===== config.mk =====
export PLATFORM = sky130hd
export DESIGN_NAME = line_command_keyword_matcher
export DESIGN_NICKNAME = d
export VERILOG_FILES = /design/src/hw/rtl/lckm_pkg.sv /design/src/hw/rtl/lckm_front.sv /design/src/hw/rtl/lckm_queue.sv /design/src/hw/rtl/lckm_back.sv /design/src/hw/rtl/line_command_keyword_matcher.sv
export SDC_FILE = /design/constraint.sdc
export NUM_CORES = 1
export LEC_CHECK = 0
export ABC_AREA = 1
export ABC_CLOCK_PERIOD_IN_PS = 3100
export BUFFER_PORTS_ARGS = -buffer_cell sky130_fd_sc_hd__buf_4
export CELL_PAD_IN_SITES_DETAIL_PLACEMENT = 1
export CELL_PAD_IN_SITES_GLOBAL_PLACEMENT = 2
export CORE_MARGIN = 2
export CORE_UTILIZATION = 38
export CTS_BUF_LIST = sky130_fd_sc_hd__clkbuf_16
export CTS_CLUSTER_SIZE = 16
export DETAILED_ROUTE_END_ITERATION = 12
export HOLD_SLACK_MARGIN = 0.15
export PLACE_DENSITY = 0.8
export REMOVE_ABC_BUFFERS = 1
export SLEW_MARGIN = 20
export SYNTH_ARGS = -nofsm -noshare
export SYNTH_HDL_FRONTEND = slang
export SYNTH_SLANG_ARGS = --single-unit
export TNS_END_PERCENT = 1

===== constraint.sdc =====
create_clock -name clk -period 3.1 [get_ports clk]
set_clock_uncertainty 0.15 [all_clocks]
set_input_delay 0.31 -clock clk [delete_from_list [all_inputs] [get_ports clk]]
set_output_delay 0.31 -clock clk [all_outputs]
set_load 0.05 [all_outputs]

===== src/hw/rtl/lckm_pkg.sv =====
// shared types, constants and keyword table for the line command keyword matcher
// no dependencies; used by every module of the block
package lckm_pkg;

	localparam int MAX_LINE = 64;
	localparam int CNT_W = $clog2(MAX_LINE);

	localparam int KW_COUNT = 5;
	localparam int KW_SLOTS = 7;
	localparam int KW_IDX_W = $clog2(KW_SLOTS);
	localparam int LEN_W = $clog2(KW_SLOTS + 2);
	// compared length saturates one past the longest keyword
	localparam logic [LEN_W-1:0] LEN_SAT = LEN_W'(KW_SLOTS + 1);

	localparam int QDEPTH = 4;
	localparam int QPTR_W = $clog2(QDEPTH);

	localparam logic [7:0] CH_LF = 8'h0A;
	localparam logic [7:0] CH_CR = 8'h0D;
	localparam logic [7:0] CH_NUL = 8'h00;
	localparam logic [7:0] CH_A_LOW = 8'h61;
	localparam logic [7:0] CH_Z_LOW = 8'h7A;
	localparam logic [7:0] CASE_OFFSET = 8'h20;

	typedef enum logic [2:0] {
		CMD_ON      = 3'd0,
		CMD_OFF     = 3'd1,
		CMD_BLINK   = 3'd2,
		CMD_NOBLINK = 3'd3,
		CMD_STATUS  = 3'd4,
		CMD_UNKNOWN = 3'd5
	} cmd_code_t;

	typedef enum logic [1:0] {
		KIND_CHAR,
		KIND_ZERO,
		KIND_TERM
	} item_kind_t;

	typedef struct packed {
		item_kind_t  kind;
		logic [7:0]  ch;
	} item_t;

	typedef struct packed {
		logic full;
		logic empty;
	} q_status_t;

	localparam logic [7:0] KW_TEXT [KW_COUNT][KW_SLOTS] = '{
		'{"O", "N", CH_NUL, CH_NUL, CH_NUL, CH_NUL, CH_NUL},
		'{"O", "F", "F", CH_NUL, CH_NUL, CH_NUL, CH_NUL},
		'{"B", "L", "I", "N", "K", CH_NUL, CH_NUL},
		'{"N", "O", "B", "L", "I", "N", "K"},
		'{"S", "T", "A", "T", "U", "S", CH_NUL}
	};

	localparam logic [LEN_W-1:0] KW_LEN [KW_COUNT] = '{
		LEN_W'(2), LEN_W'(3), LEN_W'(5), LEN_W'(7), LEN_W'(6)
	};

endpackage


===== src/hw/rtl/lckm_front.sv =====
// front stage: takes received bytes, folds case and classifies them
// depends on lckm_pkg; feeds lckm_queue
module lckm_front (
	input  logic              clk,
	input  logic              arst_n,
	input  logic              in_valid,
	output logic              in_ready,
	input  logic [7:0]        in_byte,
	input  lckm_pkg::q_status_t q_status,
	output logic              push,
	output lckm_pkg::item_t   push_item
);

	logic            valid_s1;
	lckm_pkg::item_t item_s1;
	lckm_pkg::item_t cls;

	always_comb begin
		cls.ch = in_byte;
		if (in_byte == lckm_pkg::CH_LF || in_byte == lckm_pkg::CH_CR) begin
			cls.kind = lckm_pkg::KIND_TERM;
		end else if (in_byte == lckm_pkg::CH_NUL) begin
			cls.kind = lckm_pkg::KIND_ZERO;
		end else begin
			cls.kind = lckm_pkg::KIND_CHAR;
			if (in_byte >= lckm_pkg::CH_A_LOW && in_byte <= lckm_pkg::CH_Z_LOW) begin
				cls.ch = in_byte - lckm_pkg::CASE_OFFSET;
			end
		end
	end

	assign push = valid_s1 && !q_status.full;
	assign in_ready = !valid_s1 || !q_status.full;
	assign push_item = item_s1;

	always_ff @(posedge clk or negedge arst_n) begin
		if (!arst_n) begin
			valid_s1 <= 1'b0;
		end else if (in_ready) begin
			valid_s1 <= in_valid;
		end
	end

	always_ff @(posedge clk) begin
		if (in_valid && in_ready) begin
			item_s1 <= cls;
		end
	end

	property p_no_accept_blocked;
		@(posedge clk) disable iff (!arst_n)
		(valid_s1 && q_status.full) |-> !in_ready;
	endproperty
	a_no_accept_blocked: assert property (p_no_accept_blocked)
		else $error("front accepts while its stage is blocked");

	property p_stage_holds;
		@(posedge clk) disable iff (!arst_n)
		(valid_s1 && q_status.full) |=> (valid_s1 && $stable(item_s1));
	endproperty
	a_stage_holds: assert property (p_stage_holds)
		else $error("blocked request changed in the front stage");

endmodule


===== src/hw/rtl/lckm_queue.sv =====
// short queue of classified bytes between the front and back stages
// depends on lckm_pkg
module lckm_queue (
	input  logic                clk,
	input  logic                arst_n,
	input  logic                push,
	input  lckm_pkg::item_t     push_item,
	input  logic                pop,
	output lckm_pkg::item_t     head_item,
	output lckm_pkg::q_status_t status
);

	lckm_pkg::item_t                mem_q [lckm_pkg::QDEPTH];
	logic [lckm_pkg::QPTR_W-1:0]    wr_ptr_q;
	logic [lckm_pkg::QPTR_W-1:0]    rd_ptr_q;
	logic [lckm_pkg::QPTR_W:0]      count_q;

	assign status.full = (count_q == (lckm_pkg::QPTR_W + 1)'(lckm_pkg::QDEPTH));
	assign status.empty = (count_q == '0);
	assign head_item = mem_q[rd_ptr_q];

	always_ff @(posedge clk) begin
		if (push) begin
			mem_q[wr_ptr_q] <= push_item;
		end
	end

	always_ff @(posedge clk or negedge arst_n) begin
		if (!arst_n) begin
			wr_ptr_q <= '0;
			rd_ptr_q <= '0;
			count_q <= '0;
		end else begin
			if (push) begin
				wr_ptr_q <= (wr_ptr_q == lckm_pkg::QPTR_W'(lckm_pkg::QDEPTH - 1))
					? '0 : wr_ptr_q + 1'b1;
			end
			if (pop) begin
				rd_ptr_q <= (rd_ptr_q == lckm_pkg::QPTR_W'(lckm_pkg::QDEPTH - 1))
					? '0 : rd_ptr_q + 1'b1;
			end
			case ({push, pop})
				2'b10:   count_q <= count_q + 1'b1;
				2'b01:   count_q <= count_q - 1'b1;
				default: count_q <= count_q;
			endcase
		end
	end

	property p_count_bound;
		@(posedge clk) disable iff (!arst_n)
		count_q <= (lckm_pkg::QPTR_W + 1)'(lckm_pkg::QDEPTH);
	endproperty
	a_count_bound: assert property (p_count_bound) else $error("queue over-filled");

	property p_no_pop_empty;
		@(posedge clk) disable iff (!arst_n) pop |-> !status.empty;
	endproperty
	a_no_pop_empty: assert property (p_no_pop_empty) else $error("pop from empty queue");

	property p_no_push_full;
		@(posedge clk) disable iff (!arst_n) push |-> !status.full;
	endproperty
	a_no_push_full: assert property (p_no_push_full) else $error("push into full queue");

endmodule


===== src/hw/rtl/lckm_back.sv =====
// back stage: keeps per-keyword match flags and issues a command code per line
// depends on lckm_pkg; drains lckm_queue and drives the output register
module lckm_back (
	input  logic                clk,
	input  logic                arst_n,
	input  lckm_pkg::q_status_t q_status,
	input  lckm_pkg::item_t     head_item,
	output logic                pop,
	output logic                out_valid,
	input  logic                out_ready,
	output lckm_pkg::cmd_code_t out_code
);

	logic [lckm_pkg::CNT_W-1:0]    stored_cnt_q;
	logic [lckm_pkg::KW_COUNT-1:0] alive_q;
	logic                          text_ended_q;
	logic [lckm_pkg::LEN_W-1:0]    cmp_len_q;
	logic                          out_valid_q;
	lckm_pkg::cmd_code_t           out_code_q;

	logic [lckm_pkg::KW_COUNT-1:0] alive_next;
	lckm_pkg::cmd_code_t           line_code;
	logic                          is_term;
	logic                          emit;
	logic                          room;

	assign pop = !q_status.empty && (!out_valid_q || out_ready);
	assign is_term = (head_item.kind == lckm_pkg::KIND_TERM);
	assign emit = pop && is_term && (stored_cnt_q != '0);
	assign room = (stored_cnt_q < lckm_pkg::CNT_W'(lckm_pkg::MAX_LINE - 1));

	// each keyword stays alive while the text so far is a prefix of it
	always_comb begin
		for (int k = 0; k < lckm_pkg::KW_COUNT; k++) begin
			alive_next[k] = alive_q[k] && (cmp_len_q < lckm_pkg::KW_LEN[k]) &&
				(lckm_pkg::KW_TEXT[k][cmp_len_q[lckm_pkg::KW_IDX_W-1:0]] == head_item.ch);
		end
	end

	// first keyword whose length matches wins
	always_comb begin
		line_code = lckm_pkg::CMD_UNKNOWN;
		for (int k = lckm_pkg::KW_COUNT - 1; k >= 0; k--) begin
			if (alive_q[k] && lckm_pkg::KW_LEN[k] == cmp_len_q) begin
				line_code = lckm_pkg::cmd_code_t'(3'(k));
			end
		end
	end

	always_ff @(posedge clk or negedge arst_n) begin
		if (!arst_n) begin
			stored_cnt_q <= '0;
			alive_q <= '1;
			text_ended_q <= 1'b0;
			cmp_len_q <= '0;
		end else if (pop) begin
			if (is_term) begin
				if (stored_cnt_q != '0) begin
					stored_cnt_q <= '0;
					alive_q <= '1;
					text_ended_q <= 1'b0;
					cmp_len_q <= '0;
				end
			end else if (room) begin
				stored_cnt_q <= stored_cnt_q + 1'b1;
				if (!text_ended_q) begin
					if (head_item.kind == lckm_pkg::KIND_ZERO) begin
						text_ended_q <= 1'b1;
					end else begin
						alive_q <= alive_next;
						if (cmp_len_q != lckm_pkg::LEN_SAT) begin
							cmp_len_q <= cmp_len_q + 1'b1;
						end
					end
				end
			end
		end
	end

	always_ff @(posedge clk or negedge arst_n) begin
		if (!arst_n) begin
			out_valid_q <= 1'b0;
		end else if (emit) begin
			out_valid_q <= 1'b1;
		end else if (out_ready) begin
			out_valid_q <= 1'b0;
		end
	end

	always_ff @(posedge clk) begin
		if (emit) begin
			out_code_q <= line_code;
		end
	end

	assign out_valid = out_valid_q;
	assign out_code = out_code_q;

	property p_term_clears;
		@(posedge clk) disable iff (!arst_n)
		emit |=> (out_valid_q && stored_cnt_q == '0 && cmp_len_q == '0);
	endproperty
	a_term_clears: assert property (p_term_clears) else $error("line not cleared after result");

	property p_count_bound;
		@(posedge clk) disable iff (!arst_n)
		stored_cnt_q <= lckm_pkg::CNT_W'(lckm_pkg::MAX_LINE - 1);
	endproperty
	a_count_bound: assert property (p_count_bound) else $error("line count past limit");

	property p_ended_nonempty;
		@(posedge clk) disable iff (!arst_n)
		(text_ended_q || cmp_len_q != '0) |-> stored_cnt_q != '0;
	endproperty
	a_ended_nonempty: assert property (p_ended_nonempty) else $error("match state on empty line");

	property p_len_within_count;
		@(posedge clk) disable iff (!arst_n)
		cmp_len_q <= lckm_pkg::LEN_SAT;
	endproperty
	a_len_within_count: assert property (p_len_within_count) else $error("compared length overflow");

endmodule


===== src/hw/rtl/line_command_keyword_matcher.sv =====
// line command keyword matcher: one byte per cycle in unless stalled, one command code per non-empty line out
// path: a line-ending byte goes through the front register and the queue; the output register drives m_tvalid
// throughput: one byte per cycle while the queue is not full, set by the match-flag update in the back stage
// the four-entry queue between front and back holds bytes while the output stalls
// reset: arst_n clears the line state to empty with all keywords alive; no output pending
// depends on lckm_pkg, lckm_front, lckm_queue and lckm_back
module line_command_keyword_matcher (
	input  logic       clk,
	input  logic       arst_n,
	input  logic       s_tvalid,
	output logic       s_tready,
	input  logic [7:0] s_tdata,    // [7:0] rx_byte
	output logic       m_tvalid,
	input  logic       m_tready,
	output logic [7:0] m_tdata     // [2:0] command_code, [7:3] zero
);

	lckm_pkg::q_status_t q_status;
	lckm_pkg::item_t     push_item;
	lckm_pkg::item_t     head_item;
	lckm_pkg::cmd_code_t out_code;
	logic                push;
	logic                pop;

	lckm_front u_front (
		.clk       (clk),
		.arst_n    (arst_n),
		.in_valid  (s_tvalid),
		.in_ready  (s_tready),
		.in_byte   (s_tdata),
		.q_status  (q_status),
		.push      (push),
		.push_item (push_item)
	);

	lckm_queue u_queue (
		.clk       (clk),
		.arst_n    (arst_n),
		.push      (push),
		.push_item (push_item),
		.pop       (pop),
		.head_item (head_item),
		.status    (q_status)
	);

	lckm_back u_back (
		.clk       (clk),
		.arst_n    (arst_n),
		.q_status  (q_status),
		.head_item (head_item),
		.pop       (pop),
		.out_valid (m_tvalid),
		.out_ready (m_tready),
		.out_code  (out_code)
	);

	assign m_tdata = {5'b0, out_code};

endmodule

# After elaboration in Yosys (flattened, before gate mapping)
# Memories as Yosys holds them, arrays and structs flattened.
# Index checks and enable logic that the tools add are counted.
# word_totals
word_cells,144
mem_bits_rw,40
reg_bits,38
inputBits,12
mem_count,6
romBits,320
latch_bits,0
output_inout_bits,10
# memory_table
memory,words,width,read_ports,rd_clocked_by_memory_dff,write_ports,line_no,text
(no name shown),8,8,1,0,0,lckm_back.sv:36,(lckm_pkg::KW_TEXT[k][cmp_len_q[lckm_pkg::KW_IDX_W-1:0]] == head_item.ch);
(no name shown),8,8,1,0,0,lckm_back.sv:36,
(no name shown),8,8,1,0,0,lckm_back.sv:36,
(no name shown),8,8,1,0,0,lckm_back.sv:36,
(no name shown),8,8,1,0,0,lckm_back.sv:36,
u_queue.mem_q,4,10,1,0,1,lckm_queue.sv:13,lckm_pkg::item_t mem_q [lckm_pkg::QDEPTH];
# classes
bitwise_logic,1
eq_ne,23
n_reduce_logical,40
n_shift,0
add_sub_neg,7
mul,0
n_div,0
n_mux,44
order_cmp,9
# ops
operator,count
two-way mux 8 bit,13
equality test 8 bit,5
two-way mux 5 bit,5
two-way mux 4 bit,6
logical AND 1 bit,21
two-way mux 6 bit,3
"equality test 8 x 4 -> 1 bit, second input constant",2
"equality test 3 x 4 -> 1 bit, first input constant",3
"< comparator 4 x 3 -> 1 bit, second input constant",3
two-way mux 1 bit,12
"equality test 2 bit, second input constant",4
"equality test 2 x 4 -> 1 bit, first input constant",2
"greater-or-equal comparator 8 x 7 -> 1 bit, second input constant",1
"less-or-equal comparator 8 x 7 -> 1 bit, second input constant",1
zero test 8 bit,1
"< comparator 4 x 2 -> 1 bit, second input constant",2
two-way mux 2 bit,4
nonzero test 2 bit,4
"subtractor 8 x 6 -> 8 bit, second input constant",1
"adder 6 x 1 -> 6 bit, second input constant",1
"< comparator 6 bit, second input constant",1
case mux 3 bit (2 select lines),1
AND reduction 6 bit,1
nonzero test 6 bit,1
other kinds (18),26

# Logic depth before layout (Yosys ltp)
# Gate-level depths: netlist (run 1).
# depth
depth_word,10
depth_mapped,13

# By module
# A second synthesis (run 1) with hierarchy kept.
# unflattened
cells_unflattened,489
hier_area_um2,4322.9
# by_module_without_submodules
mod,seq_area_each_um2,n_inst,cells_per_inst,area_each_um2
lckm_queue,1376.3,1,170,2052.0
lckm_back,521.8,1,266,1727.9
lckm_front,325.3,1,47,501.7
line_command_keyword_matcher,0.0,1,6,41.3

# Worst setup path before layout (run 1)
# OpenSTA, ideal clock, no wires.
# synth_path
path_kind,register -> register
from,register u_queue.count_q[1] (netlist name)
to,register u_queue.count_q[2] (netlist name)
path_stages_with_launch,8
slack_ns,0.883
required_ns,2.819
setup_ns,0.131
t_arrival_ns,1.936
path_buffers,0
path_cell_list,dfrtp_1 o31ai_2 ha_1 inv_1 fa_1 a21oi_1 o21ai_0 xor2_1
# synth_via
elab_chain_cells,5
elab_cells_between_ends,12
classes_between,add/sub (2); eq/ne (3); mux (1); reduce/logical (6)
# synth_lines
element,line_no,text
start: declaration,lckm_queue.sv:16,logic [lckm_pkg::QPTR_W:0] count_q;
start signal: assignment,lckm_queue.sv:43,2'b10: count_q <= count_q + 1'b1;
start signal: assignment,lckm_queue.sv:44,2'b01: count_q <= count_q - 1'b1;
start signal: assignment,lckm_queue.sv:45,default: count_q <= count_q;
equality test 3 bit / zero test 3 bit (equally long branches),"lckm_queue.sv:18, lckm_queue.sv:19",
zero test 1 bit (on tied branches),"lckm_front.sv:32, lckm_back.sv:27",
logical AND 1 bit (on tied branches),"lckm_front.sv:32, lckm_back.sv:27",
equality test 2 x 1 -> 1 bit / equality test 2 bit (equally long branches),lckm_queue.sv:42,"case ({push, pop})"
case mux 3 bit (2 select lines) / nonzero test 2 bit (equally long branches),--,
# Parallel ways exist; a longest one is shown, timed or not.
# A chain may end at the register's enable or synchronous reset.

# Worst setup path in the final report (run 1)
# Ends and elaborated chain as after synthesis.

==> results of run 1 <==
-- power groups by stage --
| stage | logic (uW) | registers (uW) | clock network [uW] |
|---|---|---|---|
| after floorplan | 1720 | 1760 | 0 |
| after global placement | 2460 | 1710 | 0 |
| after detailed placement | 2520 | 1720 | 0 |
| after CTS | 2560 | 1700 | 997 |
| after global routing | 2930 | 1740 | 1030 |
| final | 2510 | 1700 | 969 |
-- final cells by class --
| type | instances | area (sq um) |
|---|---|---|
| Fill cell | 1282 | 5977 |
| Sequential cell | 78 | 2223 |
| Multi-Input combinational cell | 340 | 1683 |
| Timing Repair Buffer | 33 | 275.3 |
| Inverter | 62 | 232.7 |
| Clock buffer | 9 | 225.2 |
| Tap cell | 140 | 175.2 |
| Clock inverter | 7 | 48.80 |
-- metal layers --
| layer | wire [um] | vias to the layer above | GRT usage [%] |
|---|---|---|---|
| met5 | 0 | - | 0 |
| met4 | 204 | 0 | 7.595 |
| met3 | 227 | 15 | 4.090 |
| met2 | 4979 | 38 | 31.48 |
| met1 | 4573 | 1569 | 22.71 |
| li1 | - | 1649 | - |
-- path summary, 6_finish.rpt --
kind | slack (ns) | end | startpoint | cells after the start
min in group clk | 0.35 | u_queue.mem_q[3][5] | u_front.push_item[5] | 0
min | 0.27 | u_back.cmp_len_q[1] | arst_n | 2
max | 0.69 | u_queue.count_q[2] | u_queue.count_q[1] | 7
max in group asynchronous | 2.24 | u_back.alive_q[3] | arst_n | 2
max reg2reg | 0.69 | u_queue.count_q[2] | u_queue.count_q[1] | 7
min reg2reg | 0.35 | u_queue.mem_q[3][5] | u_front.push_item[5] | 0
-- critical path, delay by kind of cell, from the launching register on --
kind                       cells  cell delay (ns)
adders and majority gates      2             0.68
DFF                            1             0.40
xor gates and xnor gates       1             0.15
buffers and inverters          1             0.07
AOI/OAI and AO/OA              3             0.84
-- per-stage QoR --
step | worst slack [ns] | power, uW
2_1_floorplan | 0.8568 | 3481
3_3_place_gp | 0.7612 | 4166
3_5_place_dp | 0.6561 | 4242
4_1_cts | 0.6538 | 5260
5_1_grt | 0.4767 | 5700
6_report | 0.6876 | 5182
-- state kept, by name, indices dropped and copies added, names as in the netlist, 3 cells and up --
register / count
u_back.alive_q: 5
u_front.push_item: 10
u_queue.count_q: 3
u_back.out_code: 3
u_back.cmp_len_q: 4
u_back.stored_cnt_q: 6
u_queue.mem_q: 40
-- cells by family (layout without fill, tap and decap cells) --
group	Yosys count	after routing
AO/OA/AOI/OAI	41	41
other	1	5
buffers and inverters	77	111
flip-flops	78	78
adder cells (fa/ha/maj)	18	18
XOR/XNOR	7	7
AND/OR/NAND/NOR	269	269
-- Yosys cell counts, drive strengths merged --
cell / n / area, sq um
a21oi: 17 / 85.08
a311oi: 1 / 8.760
and2: 1 / 6.260
buf: 13 / 97.59
clkbuf: 2 / 7.510
conb: 1 / 3.750
dfrtp: 20 / 500.5
dfstp: 5 / 131.4
edfxtp: 53 / 1592
fa: 1 / 20.02
ha: 17 / 212.7
inv: 62 / 232.7
nand2: 163 / 629.3
nand3: 51 / 275.3
nand3b: 2 / 15.01
nand4: 3 / 18.77
nor2: 41 / 153.9
nor2b: 1 / 6.260
nor3: 5 / 25.02
nor3b: 1 / 7.510
nor4: 1 / 6.260
o2111ai: 1 / 8.760
o211ai: 1 / 7.510
o21ai: 19 / 95.09
o31ai: 1 / 12.51
o41ai: 1 / 8.760
xnor2: 1 / 8.760
xor2: 6 / 52.55
==> impl_metrics.tcl, run 1 <==
set metrics [dict create \
    outcome "finished, final reports clean" \
    cts_buffer_depth 2 \
    hold_slack_ns 0.2651 \
    setup_viol 0 \
    rows 38 \
    p_int_uw 2821 \
    antenna_cells 0 \
    max_clock_freq_mhz 414.5 \
    synthAdderAreaFrac_pct 5.503 \
    slew_violations 0 \
    gp_congestion 0.7956 \
    synthSimpleGateAreaFrac_pct 27.04 \
    final_util_pct 44.86 \
    tightest_slew_ns 0.6258 \
    irDropWorstVdd_mv 0.4360 \
    cp_slowest_cell "o31ai_2" \
    tns_ns 0 \
    swShare_pct 45.57 \
    grt_max_degree 26 \
    ctsResizeCount 0 \
    clkSinkCount 78 \
    cts-root-buf "clkbuf_16" \
    postCtsSetupBuffers 0 \
    cp_max_fo 9 \
    rsz0062_at_grt "false" \
    drive_above_1_share_pct 10.78 \
    routed_via_density 4.889 \
    grt_pass1_wl_mm 16.59 \
    final_common_cell "nand2_1" \
    insertion_delay_ns 0.34 \
    place_inst 642 \
    synthCells 491 \
    crit_required_ns 3.17 \
    die_y_um 109.5 \
    ant_nets 0 \
    drv_cap 0 \
    synth_xor_area_share_pct 1.450 \
    wl_mm 9.983 \
    portBuffers 16 \
    numCtsBuffers 9 \
    hold_class "input port to asynchronous set/reset pin" \
    num_io_pins 22 \
    critical_path_class "flop to flop" \
    area_growth_pct 15.00 \
    pwr-share-clk_pct 18.7 \
    seq_power_share_pct 32.9 \
    drt_iter0_markers 130 \
    max_stage_delay_ns 0.59 \
    cts_tree "yes" \
    ys_ff_latch 78 \
    fin_cells 669 \
    gr-total-overflow 0 \
    dieWidth_um 109.5 \
    p_sw_uw 2362 \
    synth_cell_types 33 \
    antenna_found_initial 0 \
    worstPathArrival_ns 2.48 \
    relSlewSlack_pct 58.03 \
    synth-compound-area-share_pct 5.355 \
    grt_pass1_vias 3423 \
    ys_warn_count 0 \
    p_leak_uw 0.002245 \
    dieArea_sq_mm 0.01199 \
    final_area_sq_mm 0.004863 \
    htree_levels 3 \
    final_cell_mix "nand2_1, inv_1, edfxtp_1" \
    num_vias 3271 \
    synth_top_family_by_area "simple AND/OR/NAND/NOR gates" \
    remaining_drc_errors 0 \
    initial_core_util_pct 39.01 \
    crit_chain "o31ai_2 -> ha_1 -> inv_1 -> fa_1 -> a21oi_1 -> o21ai_0 -> xor2_1" \
    core_area_sq_mm 0.01084 \
    synth.yosys.seq_area_share_pct 52.57 \
    nets 554 \
    finalHoldViolations 0 \
    wire_per_inst_um 14.92 \
    cts_hold_buf 11 \
    first_pass_iters 4 \
    power_frac_comb_pct 48.5 \
    worstSetupEndpointType "flop" \
    grt_usage_pct 18.50 \
    syn_area_sq_mm 0.004229 \
    period_share_pct 77.82 \
    worst_setup_path_start_kind "flop" \
    synthMuxAreaShare_pct 0 \
    post-dp-hpwl_mm 7.429 \
    power.density_mw_per_mm2 1066 \
    syn_avg_cell_area_sq_um 8.613 \
    clk_pin_slew_worst_paths_ns 0.06 \
    period_needed_ns 2.412 \
    dpl_cell_area_sq_mm 0.004479 \
]
Note: power is estimated with default switching activity, not from simulation.
==> run 2, diff against run 1 <==
--- a/config.mk
+++ b/config.mk
@@ -6,17 +6,17 @@
 export NUM_CORES = 1
 export LEC_CHECK = 0
 export ABC_AREA = 1
-export ABC_CLOCK_PERIOD_IN_PS = 3100
+export ABC_CLOCK_PERIOD_IN_PS = 1900
 export BUFFER_PORTS_ARGS = -buffer_cell sky130_fd_sc_hd__buf_4
 export CELL_PAD_IN_SITES_DETAIL_PLACEMENT = 1
 export CELL_PAD_IN_SITES_GLOBAL_PLACEMENT = 2
 export CORE_MARGIN = 2
-export CORE_UTILIZATION = 38
+export CORE_UTILIZATION = 34
 export CTS_BUF_LIST = sky130_fd_sc_hd__clkbuf_16
 export CTS_CLUSTER_SIZE = 16
 export DETAILED_ROUTE_END_ITERATION = 12
 export HOLD_SLACK_MARGIN = 0.15
-export PLACE_DENSITY = 0.8
+export PLACE_DENSITY = 0.75
 export REMOVE_ABC_BUFFERS = 1
 export SLEW_MARGIN = 20
 export SYNTH_ARGS = -nofsm -noshare
==> constraint.sdc (replaced) <==
create_clock -name clk -period 1.9 [get_ports clk]
set_clock_uncertainty 0.15 [all_clocks]
set_input_delay 0.19 -clock clk [delete_from_list [all_inputs] [get_ports clk]]
set_output_delay 0.19 -clock clk [all_outputs]
set_load 0.05 [all_outputs]
==> run 2 against run 1 <==
Against the previous run:
- the run now ends with negative setup slack left
- global-route usage down 1.7 points
- clock-buffer cell count unchanged
- critical path depth unchanged
- via count up 4.0%
- die area up 11%
- worst hold slack worse by 0.097 ns
- total power up 90%
- largest cell class unchanged
- highest routed layer unchanged
==> impl_metrics.tcl, run 2 (synthesis results as in run 1) <==
set metrics [dict create \
    outcome "complete, but fails checks" \
    violations "negative setup slack" \
    hold_slack_ns 0.1680 \
    first_pass_iters 4 \
    tightest_slew_ns 0.5050 \
    num_io_pins 22 \
    fin_ws_ns -0.04870 \
    gp_congestion 0.7866 \
    gr-total-overflow 0 \
    cts_tree "yes" \
    numCtsBuffers 9 \
    rows 40 \
    cp_max_fo 3 \
    r2r_slack_ns -0.05 \
    clk_pin_slew_worst_paths_ns 0.06 \
    largest_reg_flops 40 \
    crit_start "u_queue.count_q[1]" \
    htree_levels 3 \
    ant_nets 0 \
    final_common_cell "nand2_1" \
    irDropWorstVdd_mv 0.7261 \
    power.density_mw_per_mm2 1845 \
    rr_startpoint "u_queue.count_q[1]" \
    num_vias 3403 \
    core_area_sq_mm 0.01206 \
    max_clock_freq_mhz 513.2 \
    insertion_delay_ns 0.33 \
    setup_viol 1 \
    p_leak_uw 0.002456 \
    grt_usage_pct 16.76 \
    grt_pass1_wl_mm 17.32 \
    drt_iter0_markers 146 \
    grt_pass1_vias 3559 \
    grt_max_degree 26 \
    hold_class "input port to asynchronous set/reset pin" \
    post-dp-hpwl_mm 8.173 \
    worstPathArrival_ns 2.00 \
    slew_violations 0 \
    worstSetupEndpointType "flop" \
    drive_above_1_share_pct 20.53 \
    final_util_pct 44.36 \
    final_cell_mix "nand2_1, buf_4, inv_1" \
    worst_r2r_path_depth 7 \
    initial_core_util_pct 35.06 \
    routed_via_density 4.643 \
    dieWidth_um 115.5 \
    period_share_pct 102.6 \
    rsz0062_at_grt "true" \
    area_growth_pct 26.51 \
    finalHoldViolations 0 \
    critical_path_class "flop to flop" \
    dieArea_sq_mm 0.01335 \
    crit_required_ns 1.95 \
    antenna_found_initial 0 \
    cts_buffer_depth 2 \
    wl_mm 10.54 \
    die_y_um 115.5 \
    r2r-end "u_queue.count_q[2]" \
    cts-root-buf "clkbuf_16" \
    relSlewSlack_pct 66.30 \
    tns_ns -0.04870 \
    max_flop_register "u_queue.mem_q" \
    wire_per_inst_um 14.38 \
    drv_cap 0 \
    worst_setup_path_start_kind "flop" \
    portBuffers 16 \
    clkSinkCount 78 \
    antenna_cells 0 \
    nets 590 \
    remaining_drc_errors 0 \
    period_needed_ns 1.949 \
]
[run 2: power breakdown]
part	switching (uW)	internal (uW)	total, uW
Clock	684	1280	1960
Combinational	3100	2010	5110
Sequential	339	2460	2800
Total	4130	5740	9870
[run 2: layout make-up]
class	count	area [sq um]
fill	1395	6711
sequential	78	2226
multi-input combinational	340	1757
timing repair buffer	69	583.1
inverter	62	235.2
clock buffer	9	225.2
tap	168	210.2
clock inverter	7	113.9
[run 2: worst max-delay path by stage]
| stage | to | slack, ns |
|---|---|---|
| global route | u_queue.count_q[2] | -0.16 |
| CTS | u_queue.count_q[2] | -0.08 |
| floorplan | u_back.cmp_len_q[2] | -0.34 |
| detailed placement | u_queue.count_q[2] | -0.18 |
| global placement | u_queue.count_q[2] | -0.11 |
| finish | u_queue.count_q[2] | -0.05 |
[run 2: routing by layer]
| layer | global-route usage (%) | part of all wire (%) | vias to the layer above |
|---|---|---|---|
| met5 | 0 | 0 | - |
| met4 | 4.498 | 0.97 | 0 |
| met3 | 2.877 | 1.7 | 7 |
| met1 | 20.43 | 45 | 1649 |
| li1 | - | - | 1714 |
| met2 | 30.53 | 52 | 33 |
[run 2: timing repair]
| item | 4_1_cts | 5_1_grt |
|---|---|---|
| setup buffers | 1 | 2 |
| hold endpoints to repair | 36 | 0 |
| pin swaps | 3 | 6 |
| hold buffers | 11 | 0 |
| gates resized for setup | 15 | 20 |
| endpoints found under the setup margin | 54 | 19 |
[run 2: per-stage QoR]
stage | total power (uW) | instances | worst slack [ns] | instance area [sq um]
after detailed placement | 7702 | 703 | -0.1773 | 4800
after CTS | 9850 | 731 | -0.07748 | 5290
after global routing | 10740 | 733 | -0.1607 | 5350
final | 9871 | 733 | -0.04870 | 5350
after floorplan | 5680 | 480 | -0.3432 | 4139
after global placement | 7485 | 703 | -0.1114 | 4800
[run 2: critical path, cell delays in order (launching register included)]
cell	delay, ns
dfrtp_1	0.42
o31ai_4	0.28
ha_2	0.21
inv_2	0.05
fa_2	0.36
a21oi_2	0.11
o21ai_1	0.08
xor2_1	0.16
==> run 3, diff against run 2 <==
--- a/config.mk
+++ b/config.mk
@@ -5,13 +5,12 @@
 export SDC_FILE = /design/constraint.sdc
 export NUM_CORES = 1
 export LEC_CHECK = 0
-export ABC_AREA = 1
 export ABC_CLOCK_PERIOD_IN_PS = 1900
 export BUFFER_PORTS_ARGS = -buffer_cell sky130_fd_sc_hd__buf_4
 export CELL_PAD_IN_SITES_DETAIL_PLACEMENT = 1
 export CELL_PAD_IN_SITES_GLOBAL_PLACEMENT = 2
 export CORE_MARGIN = 2
-export CORE_UTILIZATION = 34
+export CORE_UTILIZATION = 38
 export CTS_BUF_LIST = sky130_fd_sc_hd__clkbuf_16
 export CTS_CLUSTER_SIZE = 16
 export DETAILED_ROUTE_END_ITERATION = 12
==> run 3 against run 2 <==
Against the previous run:
- the flow still finishes with violations (negative setup slack)
- cell count is 26% lower
- total power shrank 3.4%
- worst setup slack worse by 0.31 ns
- highest routed layer unchanged
- sequential share of layout area increased by 1.6 points
- clock power decreased by 8%
- combinational power shrank 3%
==> impl_metrics.tcl, run 3 <==
set metrics [dict create \
    grt_max_degree 26 \
    cts_tree "yes" \
    portBuffers 16 \
    final_common_cell "buf_4" \
    wl_mm 8.891 \
    setup_viol 20 \
    grt_pass1_vias 2935 \
    final_util_pct 52.16 \
    htree_levels 3 \
    grt-busiest-layer "met2" \
    violations "negative setup slack" \
    fin_ws_ns -0.3560 \
    fillCellCount 1030 \
    num_vias 2707 \
    synth_area_leader_cell "edfxtp_1" \
    max_clock_freq_mhz 443.3 \
    p_sw_uw 3531 \
    period_share_pct 118.7 \
    power_frac_comb_pct 52.0 \
    hold_slack_ns 0.1488 \
    worstPathArrival_ns 2.35 \
    initial_core_util_pct 39.41 \
    place_inst 514 \
    multiInputGateArea_sq_mm 0.001622 \
    dieWidth_um 105.1 \
    synth-edff-count 53 \
    synthFlopType "edfxtp_1" \
    p_int_uw 6009 \
    regArea_sq_mm 0.002225 \
    use_met1_pct 22.13 \
    crit_required_ns 2.00 \
    met3_usage_pct 3.431 \
    worst_setup_path_start_kind "flop" \
    routed_via_density 4.985 \
    synth.most_common_cell "edfxtp_1" \
    remaining_drc_errors 0 \
    max_flop_register "u_queue.mem_q" \
    synth_top_area_share_pct 40.94 \
    wire_per_inst_um 16.37 \
    ant_nets 0 \
    finalPower_uw 9540 \
    drv_cap 0 \
    cts-root-buf "clkbuf_16" \
    final_cell_mix "buf_4, edfxtp_1, nand2_1, nor2_1, dfrtp_1" \
    ys_warn_count 0 \
    synth_commonest_cells "edfxtp_1, nor2_1, nand2_1" \
    insertion_delay_ns 0.33 \
    dpl_worst_slack_ns -0.4682 \
    cp_slowest_cell "mux4_2" \
    synth_cell_types 51 \
    ys_ff_latch 78 \
    slew_violations 0 \
    p_leak_uw 0.002080 \
    clk_pin_slew_worst_paths_ns 0.06 \
    cp_max_fo 9 \
    cts_buffer_depth 2 \
    largest_reg_flops 40 \
    antenna_cells 0 \
    period_needed_ns 2.256 \
    fin_cells 543 \
    synth.yosys.seq_area_share_pct 57.19 \
    gp_congestion 0.8104 \
    met2_usage_pct 30.06 \
    syn_avg_cell_area_sq_um 12.42 \
    die_y_um 105.1 \
    crit_chain "mux4_2 -> xor2_1 -> or4_4 -> nand2b_4 -> buf_12 -> nand3_1 -> o21ai_1" \
    numCtsBuffers 9 \
    gr-total-overflow 0 \
    critical_path_class "flop to flop" \
    outcome "complete, but fails checks" \
    area_growth_pct 32.35 \
    max_stage_delay_ns 0.55 \
    power.density_mw_per_mm2 1854 \
    first_pass_iters 4 \
    num_io_pins 22 \
    post-dp-hpwl_mm 6.629 \
    antenna_found_initial 0 \
    rows 36 \
    drive_above_1_share_pct 33.66 \
    finalHoldViolations 0 \
    syn_area_sq_mm 0.003887 \
    worstSetupEndpointType "flop" \
    grt_pass1_wl_mm 14.94 \
    irDropWorstVdd_mv 0.5911 \
    synthCells 313 \
    pwr-share-clk_pct 18.8 \
    seq_power_share_pct 29.2 \
    swShare_pct 37.01 \
    nets 435 \
    rsz0062_at_grt "true" \
    dieArea_sq_mm 0.01106 \
    synthArstFlopShare_pct 32.05 \
    core_area_sq_mm 0.009864 \
    hold_class "input port to flop" \
    grt_usage_pct 17.42 \
    clkSinkCount 78 \
    drt_iter0_markers 75 \
    ys_top_cells_by_area "edfxtp_1, dfrtp_1, ha_1, mux4_2, dfstp_2" \
]
run 3: final cells by class:
type                       count  share of cell area [%]
tap                          133                   3.234
clock inverter                 7                   1.629
sequential                    78                   43.24
clock buffer                   9                   4.377
timing repair buffer          93                   14.49
multi-input combinational    203                   31.52
inverter                      20                   1.508
run 3: per-stage QoR:
step | setup TNS, ns | cell area [sq um]
floorplan | -12.83 | 3811
global placement | -6.414 | 4591
detailed placement | -6.993 | 4591
CTS | -5.903 | 5035
global route | -6.750 | 5145
finish | -4.855 | 5145
run 3: repair_timing:
| item | in CTS | in global routing |
|---|---|---|
| buffers inserted | 0 | 2 |
| resized for setup | 8 | 25 |
| hold endpoints to repair | 37 | 0 |
| setup endpoints to repair | 21 | 24 |
| hold buffers | 11 | 0 |
| pin swaps | 7 | 9 |
run 3: cell families (layout without fill, tap and decap cells):
logic type	Yosys count	after routing	synth area share, %
multiplexers	11	11	5.729
buffers and inverters	36	129	4.281
other	1	5	0.09646
AND/OR/NAND/NOR	103	103	14.19
adder cells (fa/ha/maj)	18	18	5.986
XOR/XNOR	20	20	4.506
AO/OA/AOI/OAI	46	46	8.014
flip-flops	78	78	57.19
run 3: per-layer routing:
layer	share of wire, %	vias to the layer above	wire, um
met5	0	-	0
met4	1.1	0	95
met3	2.1	8	186
met2	51	33	4537
met1	46	1348	4071
li1	-	1318	-
run 3: critical path: cells and delay by family (launching register included):
family          cells  cell delay [ns]
compound gates      1             0.09
mux                 1             0.55
xor+xnor            1             0.19
simple gates        3             0.65
buf+inv             1             0.12
flops               1             0.42
run 3: worst paths after layout:
path                                      startpoint                endpoint  slack [ns]  cells past startpoint
worst max-delay path             u_queue.rd_ptr_q[0]     u_back.cmp_len_q[0]       -0.36                      7
worst min-delay path                      s_tdata[1]    u_front.push_item[8]        0.15                      3
worst min register to register  u_front.push_item[1]     u_queue.mem_q[1][1]        0.35                      0
worst max register to register   u_queue.rd_ptr_q[0]     u_back.cmp_len_q[0]       -0.36                      7
max in group asynchronous                     arst_n       u_back.alive_q[3]        1.12                      2
min in group asynchronous                     arst_n  u_back.stored_cnt_q[2]        0.16                      2
run 3: power by group through the flow:
stage | Sequential (uW) | Clock [uW] | Combinational, uW
2_1_floorplan | 2940 | 0 | 2370
3_3_place_gp | 2760 | 0 | 4480
3_5_place_dp | 2800 | 0 | 4610
4_1_cts | 2780 | 1830 | 4720
5_1_grt | 2850 | 1910 | 5480
6_report | 2780 | 1800 | 4960
